### config.mk
export PLATFORM = sky130hd
export DESIGN_NAME = bank_mapper_with_scanline_irq_unit
export DESIGN_NICKNAME = d
export VERILOG_FILES = /design/src/rtl/bmsirq_pkg.sv /design/src/rtl/bank_mapper_with_scanline_irq_unit.sv
export VERILOG_INCLUDE_DIRS = /design/src /design/src/rtl
export SDC_FILE = /design/constraint.sdc
export NUM_CORES = 1
export LEC_CHECK = 0
export ABC_AREA = 1
export BUFFER_PORTS_ARGS = -buffer_cell sky130_fd_sc_hd__buf_2
export CAP_MARGIN = 0
export CORE_ASPECT_RATIO = 0.5
export CORE_UTILIZATION = 35
export DETAILED_ROUTE_END_ITERATION = 8
export SLEW_MARGIN = 20
export SYNTH_ARGS = -nofsm -noshare
export SYNTH_HDL_FRONTEND = slang
export SYNTH_SLANG_ARGS = --single-unit
### constraint.sdc
create_clock -name clk -period 4.2 [get_ports clk]
set_input_delay 0.42 -clock clk [delete_from_list [all_inputs] [get_ports clk]]
set_output_delay 0.42 -clock clk [all_outputs]
set_load 0.02 [all_outputs]
### src/rtl/bank_mapper_with_scanline_irq_unit_assert.svh
// Assertion macros shared by the mapper RTL.
`ifndef BANK_MAPPER_WITH_SCANLINE_IRQ_UNIT_ASSERT_SVH
`define BANK_MAPPER_WITH_SCANLINE_IRQ_UNIT_ASSERT_SVH

// Same-cycle implication, sampled on clk and disabled while in reset.
`define BMSIRQ_ASSERT_NOW(label, pre, post) \
    label: assert property (@(posedge clk) disable iff (!rst_n) (pre) |-> (post)) \
        else $error("mapper assertion failed");

// Next-cycle implication, sampled on clk and disabled while in reset.
`define BMSIRQ_ASSERT_NEXT(label, pre, post) \
    label: assert property (@(posedge clk) disable iff (!rst_n) (pre) |=> (post)) \
        else $error("mapper assertion failed");

`endif

### src/rtl/bmsirq_pkg.sv
`default_nettype none

package bmsirq_pkg;

    // Bus transaction kinds.
    typedef enum logic [1:0] {
        ACT_CPU_READ  = 2'd0,
        ACT_CPU_WRITE = 2'd1,
        ACT_PPU_READ  = 2'd2,
        ACT_PPU_WRITE = 2'd3
    } action_t;

    // Memory that an access lands in.
    typedef enum logic [2:0] {
        TGT_NONE      = 3'd0,
        TGT_PRG_ROM   = 3'd1,
        TGT_PATTERN   = 3'd2,
        TGT_SAVE_RAM  = 3'd3,
        TGT_EXPANSION = 3'd4,
        TGT_NAMETABLE = 3'd5
    } target_t;

    // Configuration register indexes.
    localparam logic CFG_PRG_ROM_BANKS = 1'b0;
    localparam logic CFG_CHR_IS_RAM    = 1'b1;

    // Mapper register groups, decoded from CPU address bits 14..13.
    localparam logic [1:0] REG_BANK           = 2'd0;
    localparam logic [1:0] REG_MIRROR_PROTECT = 2'd1;
    localparam logic [1:0] REG_IRQ_RELOAD     = 2'd2;
    localparam logic [1:0] REG_IRQ_ENABLE     = 2'd3;

    localparam int CFG_DATA_W  = 6;
    localparam int OFFSET_W    = 19;

    // Reset values of the configuration registers.
    localparam logic [CFG_DATA_W-1:0] PRG_ROM_BANKS_RESET = 6'd2;
    localparam logic                  CHR_IS_RAM_RESET    = 1'b0;

    // Parameter defaults.
    localparam int PRG_OFFSET_BITS_DEFAULT   = 19;
    localparam int A12_FILTER_CYCLES_DEFAULT = 3;

    // CPU address map.
    localparam logic [15:0] CPU_EXP_BASE  = 16'h4020;
    localparam logic [15:0] CPU_SRAM_BASE = 16'h6000;
    localparam logic [15:0] CPU_REG_BASE  = 16'h8000;

    // PPU address map.
    localparam logic [15:0] PPU_CHR_TOP = 16'h1FFF;
    localparam logic [15:0] PPU_NT_TOP  = 16'h3EFF;

endpackage

`default_nettype wire

### src/rtl/bank_mapper_with_scanline_irq_unit.sv
`default_nettype none

// Bank-switching cartridge mapper with a scanline interrupt counter.
// Input channel (in_valid/in_stall): one CPU or PPU bus access per transaction,
// carrying action, bus_address, write_data and cpu_cycle.
// Output channel (out_valid/out_stall): one result per access with target,
// offset, accepted and irq_raised, in the order the accesses came in.
// A transaction is taken on a rising edge where valid is high and stall is low.
// An accepted access lands in an input register; an edge on which the result register
// is free translates it, updates the mapper registers and the A12 counter, and loads
// the result register, where the result stays on the output until it is taken.
// Throughput is one access per cycle while out_stall stays low: translation and the
// counter update are a single pass of logic between the input and result registers.
// When the receiver stalls, the result register holds and the input register
// can still fill, so one more access is taken before in_stall rises.
// The cfg port (cfg_en, cfg_index, cfg_data) writes prg_rom_banks (index 0)
// and chr_is_ram (index 1); write it only while no access is in flight.
// Reset clears all mapper registers and the counter, empties both registers,
// and sets prg_rom_banks to 2 and chr_is_ram to 0.
module bank_mapper_with_scanline_irq_unit #(
    parameter int PRG_OFFSET_BITS   = bmsirq_pkg::PRG_OFFSET_BITS_DEFAULT,
    parameter int A12_FILTER_CYCLES = bmsirq_pkg::A12_FILTER_CYCLES_DEFAULT
) (
    input  wire logic                                clk,
    input  wire logic                                rst_n,

    input  wire logic                                cfg_en,
    input  wire logic                                cfg_index,
    input  wire logic [bmsirq_pkg::CFG_DATA_W-1:0]   cfg_data,

    input  wire logic                                in_valid,
    output      logic                                in_stall,
    input  wire logic [1:0]                          action,
    input  wire logic [15:0]                         bus_address,
    input  wire logic [7:0]                          write_data,
    input  wire logic [31:0]                         cpu_cycle,

    output      logic                                out_valid,
    input  wire logic                                out_stall,
    output      logic [2:0]                          target,
    output      logic [bmsirq_pkg::OFFSET_W-1:0]     offset,
    output      logic                                accepted,
    output      logic                                irq_raised
);

    localparam int PRG_FULL_W = 20;
    localparam logic [PRG_FULL_W-1:0] PRG_MASK =
        (PRG_OFFSET_BITS >= PRG_FULL_W) ? {PRG_FULL_W{1'b1}}
                                        : PRG_FULL_W'((64'd1 << PRG_OFFSET_BITS) - 64'd1);

    // Configuration registers.
    logic [bmsirq_pkg::CFG_DATA_W-1:0] prg_rom_banks_reg;
    logic                              chr_is_ram_reg;

    // Mapper state.
    logic [7:0]  bank_select_reg,    bank_select_next;
    logic [7:0]  bank_values_reg [8];
    logic [7:0]  bank_values_next [8];
    logic [7:0]  ram_protect_reg,    ram_protect_next;
    logic [7:0]  mirror_mode_reg,    mirror_mode_next;
    logic [7:0]  irq_reload_reg,     irq_reload_next;
    logic [7:0]  scanline_count_reg, scanline_count_next;
    logic        irq_enabled_reg,    irq_enabled_next;
    logic        a12_low_reg,        a12_low_next;
    logic [31:0] a12_fall_cycle_reg, a12_fall_cycle_next;

    // Input register.
    logic        s1_valid_reg;
    logic [1:0]  s1_action_reg;
    logic [15:0] s1_address_reg;
    logic [7:0]  s1_data_reg;
    logic [31:0] s1_cycle_reg;

    // Result register.
    logic                            out_valid_reg;
    bmsirq_pkg::target_t             target_reg,     target_next;
    logic [bmsirq_pkg::OFFSET_W-1:0] offset_reg,     offset_next;
    logic                            accepted_reg,   accepted_next;
    logic                            irq_raised_reg, irq_raised_next;

    // Handshake.
    logic out_ready;
    logic process;
    logic in_fire;

    // Address translation.
    logic [15:0]           a;
    logic [PRG_FULL_W-1:0] prg_last;
    logic [PRG_FULL_W-1:0] prg_r6;
    logic [PRG_FULL_W-1:0] prg_r7;
    logic [PRG_FULL_W-1:0] prg_full;
    logic [PRG_FULL_W-1:0] prg_masked;
    logic [2:0]            chr_slot;
    logic [2:0]            chr_idx;
    logic [7:0]            chr_bank;
    logic [17:0]           chr_off;
    logic [11:0]           nt_off;
    logic                  exp_ok;
    logic [31:0]           cycle_diff;
    logic                  filter_pass;
    logic [7:0]            count_clocked;

    // The result register frees when it is empty or being taken.
    assign out_ready = !out_valid_reg || !out_stall;
    assign process   = s1_valid_reg && out_ready;
    assign in_stall  = s1_valid_reg && !out_ready;
    assign in_fire   = in_valid && !in_stall;

    assign a = s1_address_reg;

    // Program ROM: two switchable 8 KiB banks and the last two fixed ones.
    always_comb
    begin
        prg_last = {prg_rom_banks_reg - 6'd1, 14'b0};
        prg_r6   = {1'b0, bank_values_reg[6][5:0], 13'b0};
        prg_r7   = {1'b0, bank_values_reg[7][5:0], 13'b0};
        unique case (a[14:13])
            2'd0:    prg_full = (bank_select_reg[6] ? prg_last : prg_r6) + {7'b0, a[12:0]};
            2'd1:    prg_full = prg_r7 + {7'b0, a[12:0]};
            2'd2:    prg_full = (bank_select_reg[6] ? prg_r6 : prg_last) + {7'b0, a[12:0]};
            default: prg_full = prg_last + {6'b0, a[13:0]};
        endcase
        prg_masked = prg_full & PRG_MASK;
    end

    // Pattern memory: two 2 KiB pair banks and four 1 KiB banks, swappable halves.
    always_comb
    begin
        chr_slot = a[12:10] ^ {bank_select_reg[7], 2'b00};
        chr_idx  = chr_slot[2] ? ({1'b0, chr_slot[1:0]} + 3'd2) : {2'b00, chr_slot[1]};
        chr_bank = bank_values_reg[chr_idx];
        chr_off  = chr_slot[2] ? {chr_bank, a[9:0]} : {chr_bank[7:1], a[10:0]};
    end

    // Nametables: horizontal or vertical mirroring.
    always_comb
    begin
        if (mirror_mode_reg[0])
        begin
            nt_off = a[11] ? {a[11], 1'b0, a[9:0]} : {2'b00, a[9:0]};
        end
        else
        begin
            nt_off = {1'b0, a[10:0]};
        end
    end

    // A12 edge filter and the next count value on a counter clock.
    always_comb
    begin
        cycle_diff    = s1_cycle_reg - a12_fall_cycle_reg;
        filter_pass   = (s1_cycle_reg < a12_fall_cycle_reg)
                        || (cycle_diff >= 32'(A12_FILTER_CYCLES));
        count_clocked = (scanline_count_reg == 8'd0) ? irq_reload_reg
                                                     : scanline_count_reg - 8'd1;
        exp_ok        = ram_protect_reg[7]
                        && ((s1_action_reg == bmsirq_pkg::ACT_CPU_READ)
                            || ram_protect_reg[6] || ram_protect_reg[5]);
    end

    // Access decode, register writes and result.
    always_comb
    begin
        bank_select_next    = bank_select_reg;
        bank_values_next    = bank_values_reg;
        ram_protect_next    = ram_protect_reg;
        mirror_mode_next    = mirror_mode_reg;
        irq_reload_next     = irq_reload_reg;
        scanline_count_next = scanline_count_reg;
        irq_enabled_next    = irq_enabled_reg;
        a12_low_next        = a12_low_reg;
        a12_fall_cycle_next = a12_fall_cycle_reg;
        target_next         = bmsirq_pkg::TGT_NONE;
        offset_next         = '0;
        accepted_next       = 1'b0;
        irq_raised_next     = 1'b0;

        unique case (bmsirq_pkg::action_t'(s1_action_reg))
            bmsirq_pkg::ACT_CPU_READ,
            bmsirq_pkg::ACT_CPU_WRITE:
            begin
                priority if (a < bmsirq_pkg::CPU_EXP_BASE)
                begin
                    target_next = bmsirq_pkg::TGT_NONE;
                end
                else if (a < bmsirq_pkg::CPU_SRAM_BASE)
                begin
                    if (exp_ok)
                    begin
                        target_next   = bmsirq_pkg::TGT_EXPANSION;
                        offset_next   = 19'(a - bmsirq_pkg::CPU_EXP_BASE);
                        accepted_next = s1_action_reg[0];
                    end
                end
                else if (a < bmsirq_pkg::CPU_REG_BASE)
                begin
                    target_next   = bmsirq_pkg::TGT_SAVE_RAM;
                    offset_next   = {6'b0, a[12:0]};
                    accepted_next = s1_action_reg[0];
                end
                else if (s1_action_reg == bmsirq_pkg::ACT_CPU_READ)
                begin
                    target_next = bmsirq_pkg::TGT_PRG_ROM;
                    offset_next = prg_masked[bmsirq_pkg::OFFSET_W-1:0];
                end
                else
                begin
                    // Register write: address bits 14..13 and bit 0 pick the register.
                    accepted_next = 1'b1;
                    unique case (a[14:13])
                        bmsirq_pkg::REG_BANK:
                        begin
                            if (a[0])
                                bank_values_next[bank_select_reg[2:0]] = s1_data_reg;
                            else
                                bank_select_next = s1_data_reg;
                        end
                        bmsirq_pkg::REG_MIRROR_PROTECT:
                        begin
                            if (a[0])
                                ram_protect_next = s1_data_reg;
                            else
                                mirror_mode_next = s1_data_reg;
                        end
                        bmsirq_pkg::REG_IRQ_RELOAD:
                        begin
                            if (a[0])
                                scanline_count_next = 8'd0;
                            else
                                irq_reload_next = s1_data_reg;
                        end
                        bmsirq_pkg::REG_IRQ_ENABLE:
                        begin
                            irq_enabled_next = a[0];
                        end
                    endcase
                end
            end

            bmsirq_pkg::ACT_PPU_READ:
            begin
                // Only pattern-table reads drive the A12 filter.
                if (a[15:13] == 3'd0)
                begin
                    if (!a[12])
                    begin
                        if (!a12_low_reg)
                        begin
                            a12_low_next        = 1'b1;
                            a12_fall_cycle_next = s1_cycle_reg;
                        end
                    end
                    else if (a12_low_reg)
                    begin
                        a12_low_next = 1'b0;
                        if (filter_pass)
                        begin
                            scanline_count_next = count_clocked;
                            irq_raised_next     = (count_clocked == 8'd0) && irq_enabled_reg;
                        end
                    end
                end
                priority if (a <= bmsirq_pkg::PPU_CHR_TOP)
                begin
                    target_next = bmsirq_pkg::TGT_PATTERN;
                    offset_next = {1'b0, chr_off};
                end
                else if (a <= bmsirq_pkg::PPU_NT_TOP)
                begin
                    target_next = bmsirq_pkg::TGT_NAMETABLE;
                    offset_next = {7'b0, nt_off};
                end
                else
                begin
                    target_next = bmsirq_pkg::TGT_NONE;
                end
            end

            bmsirq_pkg::ACT_PPU_WRITE:
            begin
                priority if (a <= bmsirq_pkg::PPU_CHR_TOP)
                begin
                    // Pattern ROM is not writable.
                    if (chr_is_ram_reg)
                    begin
                        target_next   = bmsirq_pkg::TGT_PATTERN;
                        offset_next   = {1'b0, chr_off};
                        accepted_next = 1'b1;
                    end
                end
                else if (a <= bmsirq_pkg::PPU_NT_TOP)
                begin
                    target_next   = bmsirq_pkg::TGT_NAMETABLE;
                    offset_next   = {7'b0, nt_off};
                    accepted_next = 1'b1;
                end
                else
                begin
                    target_next = bmsirq_pkg::TGT_NONE;
                end
            end

            default:
            begin
                target_next = bmsirq_pkg::TGT_NONE;
            end
        endcase
    end

    // Configuration registers.
    always_ff @(posedge clk or negedge rst_n)
    begin
        if (!rst_n)
        begin
            prg_rom_banks_reg <= bmsirq_pkg::PRG_ROM_BANKS_RESET;
            chr_is_ram_reg    <= bmsirq_pkg::CHR_IS_RAM_RESET;
        end
        else if (cfg_en)
        begin
            unique case (cfg_index)
                bmsirq_pkg::CFG_PRG_ROM_BANKS: prg_rom_banks_reg <= cfg_data;
                bmsirq_pkg::CFG_CHR_IS_RAM:    chr_is_ram_reg    <= cfg_data[0];
                default:                       prg_rom_banks_reg <= prg_rom_banks_reg;
            endcase
        end
    end

    // Mapper state advances once per processed transaction.
    always_ff @(posedge clk or negedge rst_n)
    begin
        if (!rst_n)
        begin
            bank_select_reg    <= '0;
            bank_values_reg    <= '{default: '0};
            ram_protect_reg    <= '0;
            mirror_mode_reg    <= '0;
            irq_reload_reg     <= '0;
            scanline_count_reg <= '0;
            irq_enabled_reg    <= 1'b0;
            a12_low_reg        <= 1'b0;
            a12_fall_cycle_reg <= '0;
        end
        else if (process)
        begin
            bank_select_reg    <= bank_select_next;
            bank_values_reg    <= bank_values_next;
            ram_protect_reg    <= ram_protect_next;
            mirror_mode_reg    <= mirror_mode_next;
            irq_reload_reg     <= irq_reload_next;
            scanline_count_reg <= scanline_count_next;
            irq_enabled_reg    <= irq_enabled_next;
            a12_low_reg        <= a12_low_next;
            a12_fall_cycle_reg <= a12_fall_cycle_next;
        end
    end

    // Input register control.
    always_ff @(posedge clk or negedge rst_n)
    begin
        if (!rst_n)
        begin
            s1_valid_reg <= 1'b0;
        end
        else if (!in_stall)
        begin
            s1_valid_reg <= in_valid;
        end
    end

    // Input register payload.
    always_ff @(posedge clk)
    begin
        if (in_fire)
        begin
            s1_action_reg  <= action;
            s1_address_reg <= bus_address;
            s1_data_reg    <= write_data;
            s1_cycle_reg   <= cpu_cycle;
        end
    end

    // Result register control.
    always_ff @(posedge clk or negedge rst_n)
    begin
        if (!rst_n)
        begin
            out_valid_reg <= 1'b0;
        end
        else if (out_ready)
        begin
            out_valid_reg <= s1_valid_reg;
        end
    end

    // Result register payload.
    always_ff @(posedge clk)
    begin
        if (process)
        begin
            target_reg     <= target_next;
            offset_reg     <= offset_next;
            accepted_reg   <= accepted_next;
            irq_raised_reg <= irq_raised_next;
        end
    end

    assign out_valid  = out_valid_reg;
    assign target     = target_reg;
    assign offset     = offset_reg;
    assign accepted   = accepted_reg;
    assign irq_raised = irq_raised_reg;

`include "bank_mapper_with_scanline_irq_unit_assert.svh"

    // An interrupt only comes from a pattern-table read.
    `BMSIRQ_ASSERT_NOW(a_irq_on_pattern,
        out_valid_reg && irq_raised_reg, target_reg == bmsirq_pkg::TGT_PATTERN)

    // A raised interrupt leaves the counter at zero with interrupts enabled.
    `BMSIRQ_ASSERT_NOW(a_irq_state,
        out_valid_reg && irq_raised_reg, irq_enabled_reg && (scanline_count_reg == 8'd0))

    // No target means no offset.
    `BMSIRQ_ASSERT_NOW(a_none_zero_offset,
        out_valid_reg && (target_reg == bmsirq_pkg::TGT_NONE), offset_reg == '0)

    // Program ROM is read-only.
    `BMSIRQ_ASSERT_NOW(a_prg_not_written,
        out_valid_reg && (target_reg == bmsirq_pkg::TGT_PRG_ROM), !accepted_reg)

    // A held access is not dropped while the result register is stalled.
    `BMSIRQ_ASSERT_NEXT(a_hold_input,
        s1_valid_reg && out_valid_reg && out_stall, s1_valid_reg)

endmodule

`default_nettype wire
==> results.json, run 1 <==
{
  "tightest_slew_ns": 1.005,
  "place.gp.congestion": 0.8903,
  "post_route_clock_period_utilization": 0.7261,
  "finalMaxSlewViolations": 0,
  "drv_cap": 0,
  "netlist_instances": 1458,
  "clock_power_share": 0.328,
  "finalWorstPathRequiredPeriod_ns": 3.050,
  "netSwitchingFraction": 0.3282,
  "antenna_found_initial": 1,
  "ys.warnings.count": 0,
  "route.final.wire_length_mm": 27.85,
  "worstHoldStart": "cpu_cycle[28]",
  "grt_pass1_vias": 9022,
  "clock_path_buffers": 3,
  "power.density_cell_area_nw_per_um2": 430.9,
  "hpwl_mm": 20.73,
  "first_pass_grt_wire_length_mm": 45.89,
  "crit_path_max_fanout": 9,
  "outcome": "completed",
  "nFillCells": 3315,
  "mappedNetlistArea_um2": 11430,
  "reg2reg_setup_slack_ns": 1.15,
  "reg2reg_to": "offset[12]",
  "insertion_delay_ns": 0.53,
  "area_delta_synth_final_pct": 14.52,
  "dieHeight_um": 129.8,
  "placed_cells_incl_taps": 1965,
  "num_rows": 46,
  "internal_power_mw": 3.791,
  "worst_setup_hold_path_clk_slew_ns": 0.07,
  "drt_first_iter_violations": 701,
  "drt_first_pass_iters": 7,
  "worst_ep_required_time_ns": 4.43,
  "io_pins": 96,
  "remaining_max_slew_budget_at_the_tightest_pin": 0.3288,
  "min_path_type": "primary input to register",
  "globalRouteOverflowTotal": 0,
  "power_frac_seq": 0.426,
  "avgViaCountPerCell": 4.733,
  "setup.worst_path.start_class": "register",
  "drive_above_1_share": 0.1213,
  "via_count": 9499,
  "floorplan.initialDensity": 0.3586,
  "die_area_um2": 33440,
  "post-cts-setup-buffers": 0,
  "cp_data_arrival_time_ns": 3.28,
  "postSynthAreaPerCell_um2": 7.843,
  "wl_per_cell_um": 13.88,
  "register_area_share_after_synthesis": 0.4890,
  "buffer_ports.inserted": 94,
  "largest_register_ffs": 58,
  "clock_tree.root_cell": "sky130_fd_sc_hd__clkbuf_16",
  "power_spent_charging_and_discharging_nets_mw": 1.852,
  "final-setup-viol-count": 0,
  "ff2ff_path_depth": 8,
  "power.leakage_nw": 6.500,
  "yosys.cell_types.count": 48,
  "final_hold_viol_count": 0,
  "clock_sinks": 207,
  "report.power.total_mw": 5.643,
  "drc": 0,
  "setup_total_negative_slack_ns": 0,
  "route.antenna.remaining_nets": 0,
  "cts_buffer_count": 22,
  "unrepaired_setup_endpoints_after_global_routing": "no",
  "floorplan.core_area_um2": 31890,
  "achievable-frequency_ghz": 0.3279,
  "peakVddDrop_v": 0.0002363,
  "grt_start_max_net_pins": 68,
  "layout_commonest_cell": "sky130_fd_sc_hd__nand2_1",
  "cts_tree": "yes",
  "fin_ws_ns": 1.150,
  "share_comb_of_total_power": 0.246,
  "synth.ff_latch_count": 207,
  "cp-end-kind": "register",
  "min_to": "s1_cycle_reg[28]",
  "hold_path_depth": 1,
  "tot_gr_track_use": 0.1700,
  "instances_no_fill": 2007,
  "die_w_um": 257.6,
  "most-common-layout-cells": "sky130_fd_sc_hd__nand2_1, sky130_fd_sc_hd__inv_1, sky130_fd_sc_hd__nor2_1",
  "r2r-start": "a[12]",
  "nets": 1665,
  "postSynthNetCount": 1565,
  "critical_path_class": "register to register",
  "timing.hold.ws_ns": 0.06245,
  "finalClockSkew_ns": 0.01236,
  "cts-htree-levels": 1,
  "post-place-ws_ns": 1.213
}
## per-layer routing
layer	global-route usage	vias to the layer above	routed length, um
li1	-	4908	-
met1	0.2247	4392	12980
met2	0.2971	166	13260
met3	0.02603	33	1105
met4	0.03620	0	497
met5	0	-	0
## cell usage after synthesis, drive strengths merged
cell type  instances  area, um2
a211oi             1      7.510
a21o               1      7.510
a21oi             84      427.9
a22oi              1      7.510
a31oi              6      37.54
and2               2      12.51
and3               2      12.51
buf                6      30.03
clkbuf            19      71.32
clkinv             3      11.26
dfrtp            124       3103
dfstp              1      26.28
edfxtp            82       2462
fa                 1      20.02
ha                36      450.4
inv              229      859.6
nand2            416       1589
nand3             72      397.9
nand3b             3      22.52
nand4             16      100.1
nor2             161      654.4
nor3              12      75.07
nor3b              1      7.510
nor4               3      25.02
o211a              1      10.01
o211ai             4      30.03
o21ai            129      645.6
o21bai             3      22.52
o221a              2      22.52
o221ai             5      43.79
o22ai              6      37.54
o31ai              5      37.54
o32ai              2      17.52
or2                7      43.80
xnor2              2      17.52
xor2              10      87.58
## stage by stage
step	area (um2)	utilization
2_1_floorplan	11430	-
3_3_place_gp	12400	0.3888
3_5_place_dp	12400	0.3888
4_1_cts	13090	0.4106
5_1_grt	13100	0.4107
6_report	13100	0.4107
## what timing repair did
action,CTS,global route
gates resized for setup,0,0
hold buffers,1,0
endpoints found under the hold margin,64,0
## layout make-up
class | instances | area [um2] | area share
sequential | 207 | 5592 | 0.4270
multi-input combinational | 994 | 4871 | 0.3720
inverter | 232 | 870.8 | 0.06650
clock buffer | 29 | 610.6 | 0.04663
tap | 432 | 540.5 | 0.04128
timing repair buffer | 101 | 531.8 | 0.04061
clock inverter | 11 | 76.32 | 0.005828
antenna | 1 | 2.502 | 0.0001911
## critical path: stages, from the launching register on
cell                       delay, ns
sky130_fd_sc_hd__edfxtp_1       0.50
sky130_fd_sc_hd__inv_1          0.22
sky130_fd_sc_hd__nand2_1        0.10
sky130_fd_sc_hd__nand2_1        0.11
sky130_fd_sc_hd__nor2_1         0.51
sky130_fd_sc_hd__clkinv_1       0.47
sky130_fd_sc_hd__o211a_1        0.25
sky130_fd_sc_hd__o21ai_0        0.34
sky130_fd_sc_hd__o221ai_1       0.24
## how the worst max path moves through the flow
stage / endpoint / depth (start not counted) / startpoint / slack, ns
2_1_floorplan: bank_values_reg[46] / 13 / out_valid / 1.61
3_3_place_gp: offset[12] / 8 / a[12] / 1.29
3_5_place_dp: offset[11] / 11 / a[12] / 1.21
4_1_cts: offset[11] / 11 / a[12] / 1.21
5_1_grt: offset[11] / 11 / a[12] / 0.97
6_report: offset[12] / 8 / a[12] / 1.15
## logic make-up after synthesis
family | synth area share
xor gates and xnor gates | 0.009191
AOI/OAI and AO/OA | 0.1185
DFF | 0.4890
adders and majority gates | 0.04114
buffers and inverters | 0.08502
and+or+nand+nor | 0.2571
## power by group through the flow
| stage | registers (mW) | clock network (mW) | logic (mW) |
|---|---|---|---|
| CTS | 2.40 | 1.91 | 1.39 |
| detailed placement | 2.44 | 0 | 1.38 |
| global route | 2.42 | 1.99 | 1.58 |
| floorplan | 2.45 | 0 | 0.975 |
| global placement | 2.44 | 0 | 1.37 |
| finish | 2.40 | 1.85 | 1.39 |
(Power assumes the default switching activity.)
==> run 2: changes to the inputs <==
clock period = 3.15 ns   (was 4.2 ns; I/O delays follow)
==> run 2 against run 1 <==
Against the previous run:
- core utilization up 2.2 points
- critical path depth is 11 higher
- sequential cell count unchanged
- first-iteration DRC count grew 6.3%
- die area unchanged
- total power is 36% higher
- clock-buffer cell count rose by 5
- combinational power up 40%
- clock skew rose by 0.0042 ns
- setup slack got worse by 0.77 ns
- sequential share of layout area shrank 2.2 points
- cell area is 5.4% higher
- critical path type unchanged
==> results.json, run 2 (same netlist as run 1, synthesis figures left out) <==
{
  "dieHeight_um": 129.8,
  "nFillCells": 3207,
  "post_route_clock_period_utilization": 0.8807,
  "largest_register_ffs": 58,
  "antenna_cells_inserted": 0,
  "cp_data_arrival_time_ns": 3.24,
  "unrepaired_setup_endpoints_after_global_routing": "no",
  "power.density_cell_area_nw_per_um2": 557.4,
  "cp-end-kind": "register",
  "insertion_delay_ns": 0.54,
  "layout.core_utilization": 0.4328,
  "hpwl_mm": 21.12,
  "finalMaxSlewViolations": 0,
  "route.antenna.remaining_nets": 0,
  "drv_cap": 0,
  "grt_pass1_vias": 9519,
  "cts_buffer_count": 23,
  "die_area_um2": 33440,
  "grt_start_max_net_pins": 87,
  "tot_gr_track_use": 0.1753,
  "io_pins": 96,
  "drt_first_pass_iters": 5,
  "clock_tree.root_cell": "sky130_fd_sc_hd__clkbuf_16",
  "place.gp.congestion": 0.9051,
  "clock_sinks": 207,
  "achievable-frequency_ghz": 0.3605,
  "crit_path_max_fanout": 9,
  "final_cell_area_um2": 13800,
  "reg2reg_setup_slack_ns": 0.38,
  "clock_power_share": 0.330,
  "footprint_of_the_multi_input_gates_um2": 4871,
  "netSwitchingFraction": 0.3276,
  "num_rows": 46,
  "floorplan.initialDensity": 0.3586,
  "share_comb_of_total_power": 0.253,
  "remaining_max_slew_budget_at_the_tightest_pin": 0.4418,
  "drt_first_iter_violations": 745,
  "antenna_found_initial": 0,
  "critPathBufInv": 1,
  "drc": 0,
  "peakVddDrop_v": 0.0002764,
  "path_cells": "ha_1 > fa_1 > inv_1 > nand2_1 > nand2_2 > nand3_2 > nand2_1 > nand2_1 > nand2_1 > nand3_1 > nand3_1 > nand2_1 > nor2_1 > nand2_1 > nor2_2 > nand3_4 > nand2_4 > nand2_1 > nand2_1",
  "via_count": 9826,
  "layout_commonest_cell": "sky130_fd_sc_hd__nand2_1",
  "floorplan.core_area_um2": 31890,
  "placed_cell_area_um2": 12470,
  "seqCellArea_um2": 5592,
  "tightest_slew_ns": 0.8372,
  "drive_above_1_share": 0.1184,
  "power_spent_charging_and_discharging_nets_mw": 2.520,
  "nets": 1738,
  "globalRouteOverflowTotal": 0,
  "crit_top_cell": "sky130_fd_sc_hd__nand2_1",
  "setup_total_negative_slack_ns": 0,
  "placed_cells_incl_taps": 1975,
  "cts_tree": "yes",
  "wl_per_cell_um": 13.93,
  "worst_setup_hold_path_clk_slew_ns": 0.06,
  "outcome": "completed",
  "first_pass_grt_wire_length_mm": 47.38,
  "final_hold_viol_count": 0,
  "most-common-layout-cells": "sky130_fd_sc_hd__nand2_1, sky130_fd_sc_hd__inv_1, sky130_fd_sc_hd__nor2_1",
  "area_delta_synth_final_pct": 20.69,
  "crit_family": "simple AND/OR/NAND/NOR gates",
  "finalClockSkew_ns": 0.01656,
  "power.leakage_nw": 6.799,
  "worst_ep_required_time_ns": 3.62,
  "avgViaCountPerCell": 4.726,
  "timing.critical_path.slowest_stage_cell": "sky130_fd_sc_hd__dfrtp_1",
  "die_w_um": 257.6,
  "cts-htree-levels": 1,
  "critical_path_class": "register to register",
  "finalWorstPathRequiredPeriod_ns": 2.774,
  "critical-path-max-stage-delay_ns": 0.39,
  "buffer_ports.inserted": 94,
  "clock_path_buffers": 3,
  "internal_power_mw": 5.172,
  "min_path_type": "primary input to register",
  "setup.worst_path.start_class": "register",
  "final-setup-viol-count": 0,
  "instances_no_fill": 2079,
  "power_frac_seq": 0.417,
  "route.final.wire_length_mm": 28.96
}
-- run 2: cell count changes in the layout (fill, tap and decap cells not counted), sizes merged --
cell         delta
buf            +10
clkbuf          +5
dlygate4sd3    +62
inv             +2
clkinv          -6
diode           -1
-- run 2: path summary, 6_finish.rpt --
check,cells after the start,start,end
max,19,a12_fall_cycle_reg[0],scanline_count_reg[1]
min,3,out_stall,out_valid
max reg2reg,19,a12_fall_cycle_reg[0],scanline_count_reg[1]
min reg2reg,2,s1_valid_reg,out_valid
max in group asynchronous,3,rst_n,prg_rom_banks_reg[1]
min in group asynchronous,2,rst_n,bank_values_reg[59]
-- run 2: what timing repair did --
| action | 4_1_cts | 5_1_grt |
|---|---|---|
| setup buffers | 0 | 0 |
| endpoints found under the hold margin | 145 | 0 |
| setup endpoints to repair | 0 | 0 |
| resized for setup | 0 | 0 |
| hold buffers | 63 | 0 |
-- run 2: power by group through the flow --
| stage | Sequential (mW) | Combinational [mW] | Clock (mW) |
|---|---|---|---|
| floorplan | 3.27 | 1.30 | 0 |
| global placement | 3.25 | 1.86 | 0 |
| detailed placement | 3.25 | 1.88 | 0 |
| CTS | 3.21 | 1.95 | 2.61 |
| global route | 3.24 | 2.23 | 2.71 |
| finish | 3.21 | 1.95 | 2.54 |
-- run 2: worst reg2reg max path, cell delays in order (launching register included) --
cell                      delay, ns
sky130_fd_sc_hd__dfrtp_1       0.39
sky130_fd_sc_hd__ha_1          0.22
sky130_fd_sc_hd__fa_1          0.39
sky130_fd_sc_hd__inv_1         0.07
sky130_fd_sc_hd__nand2_1       0.08
sky130_fd_sc_hd__nand2_2       0.11
sky130_fd_sc_hd__nand3_2       0.08
sky130_fd_sc_hd__nand2_1       0.11
sky130_fd_sc_hd__nand2_1       0.08
sky130_fd_sc_hd__nand2_1       0.14
sky130_fd_sc_hd__nand3_1       0.10
sky130_fd_sc_hd__nand3_1       0.13
sky130_fd_sc_hd__nand2_1       0.06
sky130_fd_sc_hd__nor2_1        0.10
sky130_fd_sc_hd__nand2_1       0.07
sky130_fd_sc_hd__nor2_2        0.19
sky130_fd_sc_hd__nand3_4       0.17
sky130_fd_sc_hd__nand2_4       0.14
sky130_fd_sc_hd__nand2_1       0.06
sky130_fd_sc_hd__nand2_1       0.05
-- run 2: metrics by stage --
| stage | total power [mW] | setup slack, ns | hold slack [ns] |
|---|---|---|---|
| after floorplan | 4.569 | 0.5551 | 0.01941 |
| after global placement | 5.116 | 0.4249 | 0.4433 |
| after detailed placement | 5.139 | 0.3882 | 0.4475 |
| after CTS | 7.765 | 0.3628 | 0.009537 |
| after global routing | 8.171 | 0.1078 | 0.03300 |
| final | 7.692 | 0.3758 | 0.02862 |
-- run 2: layer usage --
metal,share of wire,global-route usage
met5,0,0
met4,0.021,0.04003
met3,0.040,0.02700
met2,0.49,0.3158
met1,0.45,0.2234
-- run 2: cell type report --
| class | count | area share |
|---|---|---|
| well taps | 432 | 0.03917 |
| inverters | 232 | 0.06310 |
| clock inverters | 7 | 0.004533 |
| flip-flops and latches | 207 | 0.4052 |
| clock buffers | 34 | 0.04615 |
| repair buffers | 173 | 0.08894 |
| multi-input cells | 994 | 0.3529 |
==> run 3: changes to the inputs <==
CORE_UTILIZATION = 55   (was 35)
PLACE_DENSITY = 0.74   (was not set)
SKIP_LAST_GASP = 1   (was not set)
==> run 3 against run 2 <==
Against the previous run:
- critical endpoint is now scanline_count_reg[0]
- total power is 0.22% higher
- fmax is 1.4% lower
- largest power group unchanged
- non-clock buffer count unchanged
- sequential share of layout area is 0.65 points higher
- combinational power hardly changed
- largest cell class unchanged
- cell area decreased by 1.6%
==> results.json, run 3 (same netlist as run 1, synthesis figures left out) <==
{
  "outcome": "completed",
  "crit_end": "scanline_count_reg[0]",
  "drt_first_pass_iters": 6,
  "tightest_slew_ns": 0.7280,
  "first_element_of_the_critical_path": "a12_fall_cycle_reg[0]",
  "power_frac_seq": 0.416,
  "placed_cells_incl_taps": 1811,
  "first_pass_grt_wire_length_mm": 49.68,
  "grt_start_max_net_pins": 65,
  "dieHeight_um": 104.0,
  "worst_setup_hold_path_clk_slew_ns": 0.07,
  "finalMaxSlewViolations": 0,
  "avgViaCountPerCell": 5.313,
  "route.final.wire_length_mm": 30.24,
  "cts_hold_buffers": 61,
  "final_cell_area_um2": 13580,
  "wl_per_cell_um": 15.84,
  "worst_ep_required_time_ns": 3.62,
  "setup_total_negative_slack_ns": 0,
  "power_spent_charging_and_discharging_nets_mw": 2.533,
  "clock_tree.root_cell": "sky130_fd_sc_hd__clkbuf_16",
  "setup.worst_path.start_class": "register",
  "cts_resized": 0,
  "instances_no_fill": 1909,
  "cts-htree-levels": 1,
  "achievable-frequency_ghz": 0.3553,
  "antenna_found_initial": 1,
  "r2r-start": "a12_fall_cycle_reg[0]",
  "post_route_clock_period_utilization": 0.8935,
  "met2_wirelength_mm": 13.99,
  "cp-end-kind": "register",
  "grt_pass1_vias": 10040,
  "buffer_ports.inserted": 94,
  "layout.core_utilization": 0.6822,
  "insertion_delay_ns": 0.53,
  "power.density_cell_area_nw_per_um2": 567.6,
  "drv_cap": 0,
  "met1Wirelength_mm": 13.66,
  "netSwitchingFraction": 0.3286,
  "final-setup-viol-count": 0,
  "reg2reg_setup_slack_ns": 0.34,
  "placed_cell_area_um2": 12290,
  "die_w_um": 205.9,
  "clock_power_share": 0.326,
  "area_delta_synth_final_pct": 18.78,
  "floorplan.core_area_um2": 19910,
  "unrepaired_setup_endpoints_after_global_routing": "no",
  "globalRouteOverflowTotal": 0,
  "layout_commonest_cell": "sky130_fd_sc_hd__nand2_1",
  "ff2ff_path_depth": 19,
  "drt_first_iter_violations": 847,
  "tot_gr_track_use": 0.2934,
  "clock_path_buffers": 3,
  "power.leakage_nw": 6.787,
  "largest_register_ffs": 58,
  "finalWorstPathRequiredPeriod_ns": 2.814,
  "floorplan.initialDensity": 0.5743,
  "nets": 1735,
  "place.gp.congestion": 0.9379,
  "routed.top_layer": "met4",
  "route.antenna.remaining_nets": 0,
  "reg2reg_to": "scanline_count_reg[0]",
  "cts_tree": "yes",
  "final_hold_viol_count": 0,
  "min_path_type": "primary input to register",
  "post-cts-setup-buffers": 0,
  "hpwl_mm": 21.75,
  "share_comb_of_total_power": 0.257,
  "finalClockSkew_ns": 0.02073,
  "via_count": 10140,
  "remaining_max_slew_budget_at_the_tightest_pin": 0.5140,
  "wl_met3_mm": 1.828,
  "peakVddDrop_v": 0.0004136,
  "drive_above_1_share": 0.1188,
  "io_pins": 96,
  "timing.hold.ws_ns": 0.02533,
  "clock_sinks": 207,
  "cts_buffer_count": 20,
  "internal_power_mw": 5.176,
  "num_rows": 36,
  "die_area_um2": 21410,
  "drc": 0,
  "crit_path_max_fanout": 9,
  "most-common-layout-cells": "sky130_fd_sc_hd__nand2_1, sky130_fd_sc_hd__inv_1, sky130_fd_sc_hd__nor2_1",
  "critical_path_class": "register to register",
  "cp_data_arrival_time_ns": 3.29
}
run 3: per-layer routing:
metal	up-vias	GRT usage
li1	5045	-
met1	4751	0.4020
met2	286	0.4774
met3	60	0.05201
met4	0	0.08561
met5	-	0
run 3: stage by stage:
step | power, mW | worst slack (ns)
3_3_place_gp | 5.094 | 0.4152
6_report | 7.710 | 0.3356
4_1_cts | 7.712 | 0.3567
3_5_place_dp | 5.144 | 0.3684
5_1_grt | 8.146 | 0.07598
2_1_floorplan | 4.569 | 0.5551
run 3: power groups by stage:
stage / Combinational [mW] / Clock, mW / Sequential [mW]
final: 1.98 / 2.52 / 3.21
after global routing: 2.24 / 2.67 / 3.24
after CTS: 1.96 / 2.54 / 3.21
after detailed placement: 1.89 / 0 / 3.26
after global placement: 1.85 / 0 / 3.25
after floorplan: 1.30 / 0 / 3.27
run 3: worst min-delay path by stage:
| stage | from | end | slack (ns) | cells past startpoint |
|---|---|---|---|---|
| 4_1_cts | cfg_data[2] | prg_rom_banks_reg[2] | 0.01 | 3 |
| 5_1_grt | cfg_data[2] | prg_rom_banks_reg[2] | 0.02 | 3 |
| 3_5_place_dp | rst_n | a12_fall_cycle_reg[8] | 0.33 | 1 |
| 6_report | cfg_data[2] | prg_rom_banks_reg[2] | 0.03 | 3 |
| 3_3_place_gp | rst_n | a12_fall_cycle_reg[7] | 0.33 | 1 |
| 2_1_floorplan | rst_n | a12_fall_cycle_reg[0] | 0.02 | 0 |
run 3: worst max-delay path, cell delays in order (launching register included):
cell,delay [ns]
sky130_fd_sc_hd__dfrtp_1,0.38
sky130_fd_sc_hd__ha_1,0.23
sky130_fd_sc_hd__fa_1,0.39
sky130_fd_sc_hd__inv_1,0.07
sky130_fd_sc_hd__nand2_1,0.08
sky130_fd_sc_hd__nand2_2,0.10
sky130_fd_sc_hd__nand3_1,0.10
sky130_fd_sc_hd__nand2_1,0.15
sky130_fd_sc_hd__nand2_1,0.08
sky130_fd_sc_hd__nand2_2,0.11
sky130_fd_sc_hd__nor2_1,0.05
sky130_fd_sc_hd__nor2_1,0.15
sky130_fd_sc_hd__nand2_1,0.07
sky130_fd_sc_hd__nor2_1,0.11
sky130_fd_sc_hd__nand2_1,0.07
sky130_fd_sc_hd__nor2_2,0.20
sky130_fd_sc_hd__nand3_4,0.17
sky130_fd_sc_hd__nand2_4,0.15
sky130_fd_sc_hd__nand2_1,0.07
sky130_fd_sc_hd__nand2_1,0.05
run 3: final cells by class:
class / count / area, um2
antenna: 1 / 2.502
sequential: 207 / 5592
clock buffer: 29 / 564.3
timing repair buffer: 173 / 1231
inverter: 232 / 870.8
multi-input combinational: 994 / 4871
fill: 1647 / 6327
tap: 266 / 332.8
clock inverter: 7 / 117.6
